==> src/hdl/lqrm_pkg.sv <==
// ----------------------------------------------------------------------------
// lqrm_pkg
// Shared types, codes and helpers for the link quality retry monitor.
// ----------------------------------------------------------------------------
package lqrm_pkg;

    localparam int unsigned CNT_W  = 8;
    localparam int unsigned LVL_W  = 3;
    localparam int unsigned KIND_W = 3;
    localparam int unsigned ACT_W  = 3;
    localparam int unsigned OC_W   = 2;
    localparam int unsigned CFG_IDX_W  = 3;
    localparam int unsigned CFG_DATA_W = 8;

    typedef enum logic [KIND_W-1:0] {
        KIND_QUALITY    = 3'd0,
        KIND_LINK_DOWN  = 3'd1,
        KIND_LINK_UP    = 3'd2,
        KIND_LINK_RETRY = 3'd3,
        KIND_TIMEOUT    = 3'd4,
        KIND_REQ_RETRY  = 3'd5,
        KIND_OUTCOME    = 3'd6,
        KIND_NO_NETWORK = 3'd7
    } t_kind;

    typedef enum logic [ACT_W-1:0] {
        ACT_NONE      = 3'd0,
        ACT_SHOW_REQ  = 3'd1,
        ACT_SHOW_LINK = 3'd2,
        ACT_HIDE      = 3'd3,
        ACT_POOR      = 3'd4,
        ACT_NOCONN    = 3'd5,
        ACT_RESEND    = 3'd6
    } t_action;

    typedef enum logic [OC_W-1:0] {
        OC_DONE         = 2'd0,
        OC_DISCONNECTED = 2'd1,
        OC_TIMEOUT      = 2'd2,
        OC_OTHER        = 2'd3
    } t_outcome;

    typedef enum logic [CFG_IDX_W-1:0] {
        CFG_BAD_TRIGGER   = 3'd0,
        CFG_GOOD_RECOVER  = 3'd1,
        CFG_BAD_LEVEL     = 3'd2,
        CFG_GOOD_LEVEL    = 3'd3,
        CFG_COOLDOWN      = 3'd4,
        CFG_LINK_RETRY    = 3'd5,
        CFG_DISCONNECT    = 3'd6,
        CFG_REQ_RETRY     = 3'd7
    } t_cfg_idx;

    typedef struct packed {
        t_kind           kind;
        logic [LVL_W-1:0] quality;
        t_outcome        outcome_class;
    } t_in_item;

    typedef struct packed {
        t_action action;
        logic    forward_result;
        logic    alert_showing;
        logic    link_triggered;
    } t_out_item;

    function automatic logic [CNT_W-1:0] sat_inc(input logic [CNT_W-1:0] v);
        sat_inc = (v == {CNT_W{1'b1}}) ? v : v + CNT_W'(1);
    endfunction

endpackage

==> src/hdl/lqrm_in_if.sv <==
// ----------------------------------------------------------------------------
// lqrm_in_if
// Event channel: valid/ready handshake with the event fields.
// ----------------------------------------------------------------------------
interface lqrm_in_if;
    logic                         valid;
    logic                         ready;
    logic [lqrm_pkg::KIND_W-1:0]  kind;
    logic [lqrm_pkg::LVL_W-1:0]   quality;
    logic [lqrm_pkg::OC_W-1:0]    outcome_class;

    modport source (output valid, output kind, output quality, output outcome_class,
                    input ready);
    modport sink   (input valid, input kind, input quality, input outcome_class,
                    output ready);
endinterface

==> src/hdl/lqrm_out_if.sv <==
// ----------------------------------------------------------------------------
// lqrm_out_if
// Result channel: valid/ready handshake with the action fields.
// ----------------------------------------------------------------------------
interface lqrm_out_if;
    logic                        valid;
    logic                        ready;
    logic [lqrm_pkg::ACT_W-1:0]  action;
    logic                        forward_result;
    logic                        alert_showing;
    logic                        link_triggered;

    modport source (output valid, output action, output forward_result,
                    output alert_showing, output link_triggered, input ready);
    modport sink   (input valid, input action, input forward_result,
                    input alert_showing, input link_triggered, output ready);
endinterface

==> src/hdl/link_quality_retry_monitor.sv <==
// ----------------------------------------------------------------------------
// link_quality_retry_monitor
// Weak-link monitor: debounced quality tracking, retry and disconnect counts,
// one action code per event.
// ----------------------------------------------------------------------------
// Usage:
//   i_in carries events (kind, quality, outcome_class); o_out carries one
//   result per event (action, forward_result, alert_showing, link_triggered).
//   Both channels use valid/ready; an item moves when both are high.
//   Configuration is written through i_cfg_we / i_cfg_idx / i_cfg_wdata while
//   no event is in flight; the write lands at the next clock edge.
// Timing: an accepted event goes into an input register, is evaluated
//   against the state registers once the output register is free or being
//   taken, and its result is then registered in the output register.
// Throughput: one event per cycle while o_out.ready is high; state is updated
//   in the evaluate cycle, so the following event already sees it.
// Reset: i_rst_n low (synchronous) empties both stages, clears all counters
//   and flags, and loads the default configuration.
// Stall: while o_out.ready is low the output register holds, the input
//   register fills, and then i_in.ready drops until the result is taken.
// ----------------------------------------------------------------------------
module link_quality_retry_monitor (
    input  logic                                i_clk,
    input  logic                                i_rst_n,
    input  logic                                i_cfg_we,
    input  logic [lqrm_pkg::CFG_IDX_W-1:0]      i_cfg_idx,
    input  logic [lqrm_pkg::CFG_DATA_W-1:0]     i_cfg_wdata,
    lqrm_in_if.sink                             i_in,
    lqrm_out_if.source                          o_out
);

    localparam int unsigned CW = lqrm_pkg::CNT_W;
    localparam int unsigned LW = lqrm_pkg::LVL_W;

    // configuration
    logic [CW-1:0] r_bad_trig, r_good_rec, r_cool_cfg, r_link_lim, r_disc_lim, r_req_lim;
    logic [LW-1:0] r_bad_lvl, r_good_lvl;

    // state
    logic          r_showing, n_showing;
    logic          r_link,    n_link;
    logic [CW-1:0] r_bad_run,  n_bad_run;
    logic [CW-1:0] r_good_run, n_good_run;
    logic [CW-1:0] r_link_retries, n_link_retries;
    logic [CW-1:0] r_cooldown, n_cooldown;
    logic [CW-1:0] r_down_run, n_down_run;
    logic [CW-1:0] r_req_retries, n_req_retries;

    // pipeline
    logic                   r_in_valid;
    lqrm_pkg::t_in_item     r_in;
    logic                   r_out_valid;
    lqrm_pkg::t_out_item    r_out, n_out;
    logic                   eval;

    logic [CW-1:0] bad_inc, good_inc, down_inc, req_inc;
    logic          q_bad, q_good;

    assign eval       = r_in_valid && (!r_out_valid || o_out.ready);
    assign i_in.ready = !r_in_valid || eval;

    assign o_out.valid          = r_out_valid;
    assign o_out.action         = r_out.action;
    assign o_out.forward_result = r_out.forward_result;
    assign o_out.alert_showing  = r_out.alert_showing;
    assign o_out.link_triggered = r_out.link_triggered;

    assign bad_inc  = lqrm_pkg::sat_inc(r_bad_run);
    assign good_inc = lqrm_pkg::sat_inc(r_good_run);
    assign down_inc = lqrm_pkg::sat_inc(r_down_run);
    assign req_inc  = lqrm_pkg::sat_inc(r_req_retries);
    assign q_bad    = r_in.quality >= r_bad_lvl;
    assign q_good   = (r_in.quality != '0) && (r_in.quality <= r_good_lvl);

    always_comb begin
        n_showing      = r_showing;
        n_link         = r_link;
        n_bad_run      = r_bad_run;
        n_good_run     = r_good_run;
        n_link_retries = r_link_retries;
        n_cooldown     = r_cooldown;
        n_down_run     = r_down_run;
        n_req_retries  = r_req_retries;
        n_out.action         = lqrm_pkg::ACT_NONE;
        n_out.forward_result = 1'b0;

        unique case (r_in.kind)
            lqrm_pkg::KIND_QUALITY: begin
                if (q_bad) begin
                    n_good_run = '0;
                    n_bad_run  = bad_inc;
                    if (r_cooldown != '0) begin
                        n_cooldown = r_cooldown - CW'(1);
                    end else if (bad_inc >= r_bad_trig && !r_showing) begin
                        if (r_link_retries >= r_link_lim) begin
                            n_showing      = 1'b0;
                            n_link         = 1'b0;
                            n_bad_run      = '0;
                            n_link_retries = '0;
                            n_down_run     = '0;
                            n_out.action   = lqrm_pkg::ACT_NOCONN;
                        end else begin
                            n_showing    = 1'b1;
                            n_link       = 1'b1;
                            n_out.action = lqrm_pkg::ACT_SHOW_LINK;
                        end
                    end
                end else if (q_good) begin
                    n_bad_run  = '0;
                    n_cooldown = '0;
                    n_good_run = good_inc;
                    if (good_inc >= r_good_rec && r_showing && r_link) begin
                        n_showing      = 1'b0;
                        n_link         = 1'b0;
                        n_good_run     = '0;
                        n_link_retries = '0;
                        n_out.action   = lqrm_pkg::ACT_HIDE;
                    end
                end else begin
                    n_bad_run  = '0;
                    n_good_run = '0;
                end
            end
            lqrm_pkg::KIND_LINK_DOWN: begin
                n_down_run = down_inc;
                if (down_inc >= r_disc_lim) begin
                    n_showing      = 1'b0;
                    n_link         = 1'b0;
                    n_bad_run      = '0;
                    n_good_run     = '0;
                    n_link_retries = '0;
                    n_cooldown     = '0;
                    n_down_run     = '0;
                    n_out.action   = lqrm_pkg::ACT_NOCONN;
                end
            end
            lqrm_pkg::KIND_LINK_UP: begin
                n_down_run = '0;
                n_bad_run  = '0;
                n_good_run = '0;
                n_cooldown = '0;
                if (r_showing && r_link) begin
                    n_showing      = 1'b0;
                    n_link         = 1'b0;
                    n_link_retries = '0;
                    n_out.action   = lqrm_pkg::ACT_HIDE;
                end
            end
            lqrm_pkg::KIND_LINK_RETRY: begin
                if (r_showing && r_link) begin
                    n_link_retries = lqrm_pkg::sat_inc(r_link_retries);
                    n_showing      = 1'b0;
                    n_cooldown     = r_cool_cfg;
                    n_out.action   = lqrm_pkg::ACT_HIDE;
                end
            end
            lqrm_pkg::KIND_TIMEOUT: begin
                if (!r_showing) begin
                    n_req_retries = '0;
                    n_showing     = 1'b1;
                    n_link        = 1'b0;
                    n_out.action  = lqrm_pkg::ACT_SHOW_REQ;
                end
            end
            lqrm_pkg::KIND_REQ_RETRY: begin
                if (r_showing) begin
                    n_out.action = lqrm_pkg::ACT_RESEND;
                end
            end
            lqrm_pkg::KIND_OUTCOME: begin
                case (r_in.outcome_class)
                    lqrm_pkg::OC_DISCONNECTED: begin
                        n_showing    = 1'b0;
                        n_link       = 1'b0;
                        n_bad_run    = '0;
                        n_good_run   = '0;
                        n_out.action = lqrm_pkg::ACT_POOR;
                    end
                    lqrm_pkg::OC_TIMEOUT: begin
                        n_req_retries = req_inc;
                        if (req_inc >= r_req_lim) begin
                            n_showing    = 1'b0;
                            n_link       = 1'b0;
                            n_bad_run    = '0;
                            n_good_run   = '0;
                            n_out.action = lqrm_pkg::ACT_POOR;
                        end else begin
                            n_showing    = 1'b1;
                            n_out.action = lqrm_pkg::ACT_SHOW_REQ;
                        end
                    end
                    default: begin
                        n_showing            = 1'b0;
                        n_link               = 1'b0;
                        n_bad_run            = '0;
                        n_good_run           = '0;
                        n_out.action         = lqrm_pkg::ACT_HIDE;
                        n_out.forward_result = 1'b1;
                    end
                endcase
            end
            lqrm_pkg::KIND_NO_NETWORK: begin
                n_showing    = 1'b0;
                n_link       = 1'b0;
                n_bad_run    = '0;
                n_good_run   = '0;
                n_out.action = lqrm_pkg::ACT_NOCONN;
            end
        endcase

        n_out.alert_showing  = n_showing;
        n_out.link_triggered = n_link;
    end

    always_ff @(posedge i_clk) begin
        if (!i_rst_n) begin
            r_bad_trig <= CW'(2);
            r_good_rec <= CW'(3);
            r_bad_lvl  <= LW'(4);
            r_good_lvl <= LW'(2);
            r_cool_cfg <= CW'(8);
            r_link_lim <= CW'(2);
            r_disc_lim <= CW'(1);
            r_req_lim  <= CW'(2);
        end else if (i_cfg_we) begin
            unique case (lqrm_pkg::t_cfg_idx'(i_cfg_idx))
                lqrm_pkg::CFG_BAD_TRIGGER:  r_bad_trig <= i_cfg_wdata;
                lqrm_pkg::CFG_GOOD_RECOVER: r_good_rec <= i_cfg_wdata;
                lqrm_pkg::CFG_BAD_LEVEL:    r_bad_lvl  <= i_cfg_wdata[LW-1:0];
                lqrm_pkg::CFG_GOOD_LEVEL:   r_good_lvl <= i_cfg_wdata[LW-1:0];
                lqrm_pkg::CFG_COOLDOWN:     r_cool_cfg <= i_cfg_wdata;
                lqrm_pkg::CFG_LINK_RETRY:   r_link_lim <= i_cfg_wdata;
                lqrm_pkg::CFG_DISCONNECT:   r_disc_lim <= i_cfg_wdata;
                lqrm_pkg::CFG_REQ_RETRY:    r_req_lim  <= i_cfg_wdata;
            endcase
        end
    end

    always_ff @(posedge i_clk) begin
        if (!i_rst_n) begin
            r_showing      <= 1'b0;
            r_link         <= 1'b0;
            r_bad_run      <= '0;
            r_good_run     <= '0;
            r_link_retries <= '0;
            r_cooldown     <= '0;
            r_down_run     <= '0;
            r_req_retries  <= '0;
        end else if (eval) begin
            r_showing      <= n_showing;
            r_link         <= n_link;
            r_bad_run      <= n_bad_run;
            r_good_run     <= n_good_run;
            r_link_retries <= n_link_retries;
            r_cooldown     <= n_cooldown;
            r_down_run     <= n_down_run;
            r_req_retries  <= n_req_retries;
        end
    end

    always_ff @(posedge i_clk) begin
        if (!i_rst_n) begin
            r_in_valid  <= 1'b0;
            r_out_valid <= 1'b0;
        end else begin
            if (i_in.ready) begin
                r_in_valid <= i_in.valid;
            end
            if (eval) begin
                r_out_valid <= 1'b1;
            end else if (o_out.ready) begin
                r_out_valid <= 1'b0;
            end
        end
    end

    always_ff @(posedge i_clk) begin
        if (i_in.valid && i_in.ready) begin
            r_in.kind          <= lqrm_pkg::t_kind'(i_in.kind);
            r_in.quality       <= i_in.quality;
            r_in.outcome_class <= lqrm_pkg::t_outcome'(i_in.outcome_class);
        end
        if (eval) begin
            r_out <= n_out;
        end
    end

endmodule
==> src/flat_wrapper.sv <==
// flat-port wrapper written by rule: the top's interface ports become plain ports
module link_quality_retry_monitor_flat 
  (i_clk, i_rst_n, i_cfg_we, i_cfg_idx, i_cfg_wdata, i_in_valid, i_in_kind, i_in_quality, i_in_outcome_class, i_in_ready, o_out_valid, o_out_action, o_out_forward_result, o_out_alert_showing, o_out_link_triggered, o_out_ready);
  lqrm_in_if i_in_i ();
  lqrm_out_if o_out_i ();
  input  logic i_clk;
  input  logic i_rst_n;
  input  logic i_cfg_we;
  input  logic [lqrm_pkg::CFG_IDX_W-1:0] i_cfg_idx;
  input  logic [lqrm_pkg::CFG_DATA_W-1:0] i_cfg_wdata;
  input wire logic [$bits(i_in_i.valid)-1:0] i_in_valid;
  input wire logic [$bits(i_in_i.kind)-1:0] i_in_kind;
  input wire logic [$bits(i_in_i.quality)-1:0] i_in_quality;
  input wire logic [$bits(i_in_i.outcome_class)-1:0] i_in_outcome_class;
  output wire logic [$bits(i_in_i.ready)-1:0] i_in_ready;
  output wire logic [$bits(o_out_i.valid)-1:0] o_out_valid;
  output wire logic [$bits(o_out_i.action)-1:0] o_out_action;
  output wire logic [$bits(o_out_i.forward_result)-1:0] o_out_forward_result;
  output wire logic [$bits(o_out_i.alert_showing)-1:0] o_out_alert_showing;
  output wire logic [$bits(o_out_i.link_triggered)-1:0] o_out_link_triggered;
  input wire logic [$bits(o_out_i.ready)-1:0] o_out_ready;
  assign i_in_i.valid = i_in_valid;
  assign i_in_i.kind = i_in_kind;
  assign i_in_i.quality = i_in_quality;
  assign i_in_i.outcome_class = i_in_outcome_class;
  assign i_in_ready = i_in_i.ready;
  assign o_out_valid = o_out_i.valid;
  assign o_out_action = o_out_i.action;
  assign o_out_forward_result = o_out_i.forward_result;
  assign o_out_alert_showing = o_out_i.alert_showing;
  assign o_out_link_triggered = o_out_i.link_triggered;
  assign o_out_i.ready = o_out_ready;
  link_quality_retry_monitor u_core (.i_clk(i_clk), .i_rst_n(i_rst_n), .i_cfg_we(i_cfg_we), .i_cfg_idx(i_cfg_idx), .i_cfg_wdata(i_cfg_wdata), .i_in(i_in_i), .o_out(o_out_i));
endmodule
==> config.mk <==
export PLATFORM = sky130hd
export DESIGN_NAME = link_quality_retry_monitor_flat
export DESIGN_NICKNAME = d
export VERILOG_FILES = /design/src/hdl/lqrm_pkg.sv /design/src/hdl/lqrm_in_if.sv /design/src/hdl/lqrm_out_if.sv /design/src/hdl/link_quality_retry_monitor.sv /design/src/flat_wrapper.sv
export SDC_FILE = /design/constraint.sdc
export NUM_CORES = 1
export LEC_CHECK = 0
export CAP_MARGIN = 40
export CORE_UTILIZATION = 39
export CTS_CLUSTER_DIAMETER = 120
export CTS_CLUSTER_SIZE = 25
export DETAILED_ROUTE_END_ITERATION = 8
export DONT_BUFFER_PORTS = 1
export PLACE_DENSITY = 0.63
export RECOVER_POWER = 50
export SLEW_MARGIN = 20
export SYNTH_ARGS = -nofsm -noshare
export SYNTH_HDL_FRONTEND = slang
export SYNTH_SLANG_ARGS = --single-unit
export TNS_END_PERCENT = 30
==> constraint.sdc <==
create_clock -name i_clk -period 3.1 [get_ports i_clk]
set_clock_uncertainty 0.1 [all_clocks]
set_input_delay 0.775 -clock i_clk [delete_from_list [all_inputs] [get_ports i_clk]]
set_output_delay 0.775 -clock i_clk [all_outputs]
set_load 0.01 [all_outputs]
---- Word level (Yosys, flattened, before mapping) ----
Cells that the tools add are included.
operators by class
  equality and inequality tests ........... 38
  $lt $le $gt $ge ......................... 7
  reductions and logical operators ........ 37
  add/sub/neg operators ................... 6
  muxes and demuxes ....................... 75
operators by type and width
  operator               number
  $mux W8                31
  $pmux W8 S4            4
  $add A8 B1 Y8 const B  5
  $eq A8 B8 Y1 const B   5
  $ge A8 B8 Y1           5
  $eq A3 B3 Y1 const B   8
  $mux W1                24
  $mux W3                8
  $pmux W8 S3            1
  $pmux W3 S7            1
  $pmux W8 S2            1
  $reduce_and A2 Y1      8
  $eq A3 B2 Y1 const B   4
  $ne A2 B1 Y1 const B   6
  $ne A3 B3 Y1 const B   4
  $pmux W1 S6            2
  $reduce_and A6 Y1      2
  $reduce_and A11 Y1     1
  $ne A2 B2 Y1 const B   4
  $reduce_and A4 Y1      2
  $reduce_bool A4 Y1     2
  $reduce_bool A8 Y1     1
  $sub A8 B1 Y8 const B  1
  $logic_and A1 B1 Y1    7
  15 further kinds       26
storage, ports and cells
  register bits after elaboration ......... 120
  word-level logic and storage cells ...... 188
  output and inout port bits .............. 8
  bits of input ports ..................... 24

---- Longest topological paths before layout ----
  word-level depth ........................ 9
  gate-level depth with buffers ........... 16

---- Least setup slack after synthesis ----
OpenSTA, ideal clock, no wires.
  path type ............................... register to register
  start point ............................. register u_core.r_down_run[0]
  end point ............................... register u_core.r_link_retries[2]
  stages on the path, launching flop included .. 15
  data arrival time ....................... 3132 ps
  setup slack ............................. -254 ps
  setup time .............................. 122 ps
  cell sequence ........................... dfxtp_1 -> ha_1 -> nand2_1 -> nor2_1 -> nand3_1 -> mux2_2 -> ha_1 -> o21a_1 -> a211oi_1 -> o211a_1 -> buf_2 -> a211o_1 -> a211oi_2 -> o21ai_2 -> a311o_1
on the way
  word-level cells in the longest chain between the ends .. 5
  elaborated cells between the ends (all ways) .. 6
  those cells by class .................... 1 x add/sub; 1 x order compare; 2 x eq/ne; 1 x mux; 1 x reduce/logical
ends and longest elaborated chain
  item                                           RTL line                           source
  start, declared                                link_quality_retry_monitor.sv:46   logic [CW-1:0] r_down_run, n_down_run;
  start signal, assigned                         link_quality_retry_monitor.sv:256  r_down_run <= n_down_run;
  $add A8 B1 Y8 or $eq A8 B8 Y1 (tied branches)  lqrm_pkg.sv:68                     sat_inc = (v == {CNT_W{1'b1}}) ? v : v + CNT_W'(1);
  $mux W8 (*)                                    lqrm_pkg.sv:68
  $ge A8 B8 Y1 (*)                               link_quality_retry_monitor.sv:126  if (down_inc >= r_disc_lim) begin
  $ne A2 B1 Y1 (no source line) (*)              -
  $reduce_and A11 Y1 (no source line) (*)        -
  end signal, assigned                           link_quality_retry_monitor.sv:254  r_link_retries <= n_link_retries;
  end, declared                                  link_quality_retry_monitor.sv:44   logic [CW-1:0] r_link_retries, n_link_retries;
Every way passes the cells marked *; elsewhere a longest branch is shown, timed or not.
A chain may end at the register's enable or synchronous reset.

---- Worst setup path in the final report ----
  start point ............................. register u_core.r_down_run[1]
  end point ............................... register u_core.r_link_retries[2]
Same word-level chain as after synthesis.

==> metrics.txt <==
CP Class=flop to flop; Yosys top cell by area=dfxtp_1; clk sinks=120; clock-pin slew on the worst setup and hold paths=60 ps; maximum clock frequency=302.9 MHz; Yosys top cell area share=30.64%; via count=6368; worst hold slack=328.8 ps; synth cell count leaders=157 x nand2_1, 106 x dfxtp_1, 86 x a21oi_1; wire length on met2=8.983 mm; area share of xor/xnor cells in the synthesized design=1.518%; ANT cells=0; first-pass GRT wire length=30.31 mm; final worst slack=-200.9 ps; Chip Width=135.3 µm; Worst setup SP type=flop; Cell Area, Placed=7777 µm²; Leakage=3.555 nW; final wirelength=19.12 mm; Top delay family on crit path=compound AO/OA/AOI/OAI gates; Top Metal Used=met4; row count=48; Synth Area in Adders=9.756%; overall global routing resource usage=21.35%; total nets after synthesis=934; ys async rst share=0%; Seq/Total Area, Yosys=36.71%; routability cong.=0.8955; dpl hpwl=12.65 mm; Final min period=3301 ps; Final Setup Violations=28; area grow syn2layout=31.13%; worst-path maximum fanout=6; nets=1025; setup repair after global routing missed its margin=yes; grt ovf=0; cell count after synthesis=856; failing checks=negative setup slack; Post-Synth Simple-Gate Area=24.01%; post-synthesis compound-gate area fraction=20.51%; CTS tree=built; post-DR vias/cell=5.374; PortBufs=0; # IOs=32; Worst-Skew Late Latency=420 ps; fillers=1638; synthesized flop and latch total=120; synthesized area=6925 µm²; CTS Buf Count=17; CP Data Arrival Time=3500 ps; die area=18290 µm²; Initial Util=40.04%; H-Tree Depth=4; worst-path cell chain=ha_4 -> nand2_4 -> nor2_4 -> nand3_4 -> mux2_4 -> ha_4 -> o21a_1 -> a211oi_2 -> o211a_1 -> a211o_1 -> a211oi_2 -> o21ai_4 -> buf_6 -> a311o_1; critical path's largest stage delay=360 ps; Final period util=106.5%; DR DRC count=0; Power, Total=0.003978 W; hold violation count in the final report=0; post-route ant nets=0; number of synthesized flops with an enable pin=14; die height=135.3 µm; Yosys cell types=75; Worst Path Required=3300 ps; post-route design area=9081 µm²; Avg WL per Cell=16.13 µm; core area=17300 µm²; vias in the first global route=6018; critical path capture point type=flop; Crit-path slowest cell=dfxtp_4; drt first pass iters=5; largest net degree at the start of global routing=58; most frequent cell after synthesis=nand2_1; DP Worst Slack=-242.6 ps; initial antenna violation count=0; Max Slew Vio Count=0; Synth Flop Type=dfxtp_1; WP buf/inv=1; hold crit path type=input port to flop; clk root buf=clkbuf_16; Avg Cell Area, Syn=8.090 µm²; Routed met3 length=923 µm; worst slew pin tran=1319 ps; clock tree buffer depth=2; top post-synthesis cells by area=dfxtp_1 31%, ha_1 9.8%, nand2_1 8.5%; layout cells sized above 1=27.08%; status=finished with violations; largest family of logic cells by synthesized area=simple AND/OR/NAND/NOR gates; worst relative slew slack=12.09%; max-cap violation count=0; power per cell area=438.0 nW/µm²; setup slack, reg-to-reg=-200 ps; drt initial violations=373; YS warnings=0; VDD IR max=0.3081 mV; mux cell area share after synthesis=1.969%; M1 WL=8.792 mm
[flip-flops by register name, indices dropped and copies added (netlist names)]
register and count:
u_core.r_bad_run 8, u_core.r_bad_trig 8, u_core.r_cool_cfg 8, u_core.r_cooldown 8, u_core.r_disc_lim 8, u_core.r_down_run 8
u_core.r_good_rec 8, u_core.r_good_run 8, u_core.r_in 8, u_core.r_link_lim 8, u_core.r_link_retries 8, u_core.r_req_lim 8
u_core.r_req_retries 8, u_core.o_out.action 3, u_core.r_bad_lvl 3, u_core.r_good_lvl 3, u_core.o_out.alert_showing 1, u_core.o_out.forward_result 1
u_core.o_out.link_triggered 1, u_core.o_out.valid 1, u_core.r_in_valid 1, u_core.r_link 1, u_core.r_showing 1
[metal layers]
layer  vias to the layer above  GRT usage [%]
li1                       3217              -
met1                      2971          27.91
met2                       149          33.87
met3                        31          4.751
met4                         0          8.739
met5                         -              0
[cell type report]
cell class,count,area [µm²],area share [%]
Clock inverter,11,117.6,1.295
Sequential cell,120,2567,28.27
Inverter,62,236.5,2.604
Clock buffer,21,481.7,5.304
Multi-Input combinational cell,645,4611,50.77
Timing Repair Buffer,101,785.8,8.653
Tap cell,225,281.5,3.100
[kinds of logic (layout without fill, tap and decap cells)]
kind of cell | after synthesis | count (layout)
adder cells (fa/ha/maj) | 54 | 54
XOR/XNOR | 12 | 12
buffers and inverters | 94 | 195
AND/OR/NAND/NOR | 351 | 354
multiplexers | 13 | 13
AO/OA/AOI/OAI | 212 | 212
flip-flops | 120 | 120
[cells in the final DEF (no fill, tap or decap), types with 8 or more instances in the layout]
| master | Yosys | layout |
|---|---|---|
| o21ai_0 | 27 | 18 |
| a21oi_2 | 1 | 12 |
| dfxtp_2 | 0 | 11 |
| inv_1 | 59 | 60 |
| edfxtp_1 | 14 | 14 |
| o21a_1 | 16 | 16 |
| nor2b_1 | 9 | 8 |
| or3_1 | 10 | 8 |
| buf_4 | 1 | 90 |
| nand4_1 | 8 | 8 |
| o21ai_1 | 5 | 11 |
| clkbuf_16 | 0 | 18 |
| dfxtp_1 | 106 | 92 |
| ha_1 | 54 | 45 |
| nor3_1 | 14 | 10 |
| nand3_1 | 37 | 28 |
| nor2_1 | 54 | 51 |
| a21oi_1 | 86 | 73 |
| buf_6 | 2 | 9 |
| nand2_1 | 157 | 150 |
| ha_4 | 0 | 8 |
[metrics by stage]
step	utilization, %	setup TNS, ps	std cells
final	52.50	-2043	1185
after global routing	52.50	-6755	1185
after CTS	50.87	-2386	1179
after detailed placement	44.97	-6147	1133
after global placement	44.97	-4830	1133
after floorplan	-	-206.4	856
[where the power goes]
group          switching, W  internal (W)  total [W]
clock network      0.000727       0.00127    0.00200
registers         0.0000273       0.00161    0.00163
logic              0.000213      0.000134   0.000347
[path summary, 6_finish.rpt]
path | start | to | cells past startpoint
worst max-delay path | u_core.r_down_run[1] | u_core.r_link_retries[2] | 14
worst max register to register | u_core.r_down_run[1] | u_core.r_link_retries[2] | 14
worst min register to register | u_core.r_req_lim[2] | u_core.r_req_lim[2] | 2
worst min-delay path | i_rst_n | u_core.r_good_lvl[1] | 1
[what timing repair did]
| action | 4_1_cts | 5_1_grt |
|---|---|---|
| cloned | 3 | 0 |
| endpoints found under the hold margin | 0 | 0 |
| resized for setup | 75 | 54 |
| hold buffers | 0 | 0 |
| setup endpoints to repair | 46 | 47 |
| pin swaps | 38 | 27 |
| buffers inserted | 12 | 6 |
(Power assumes the default switching activity.)
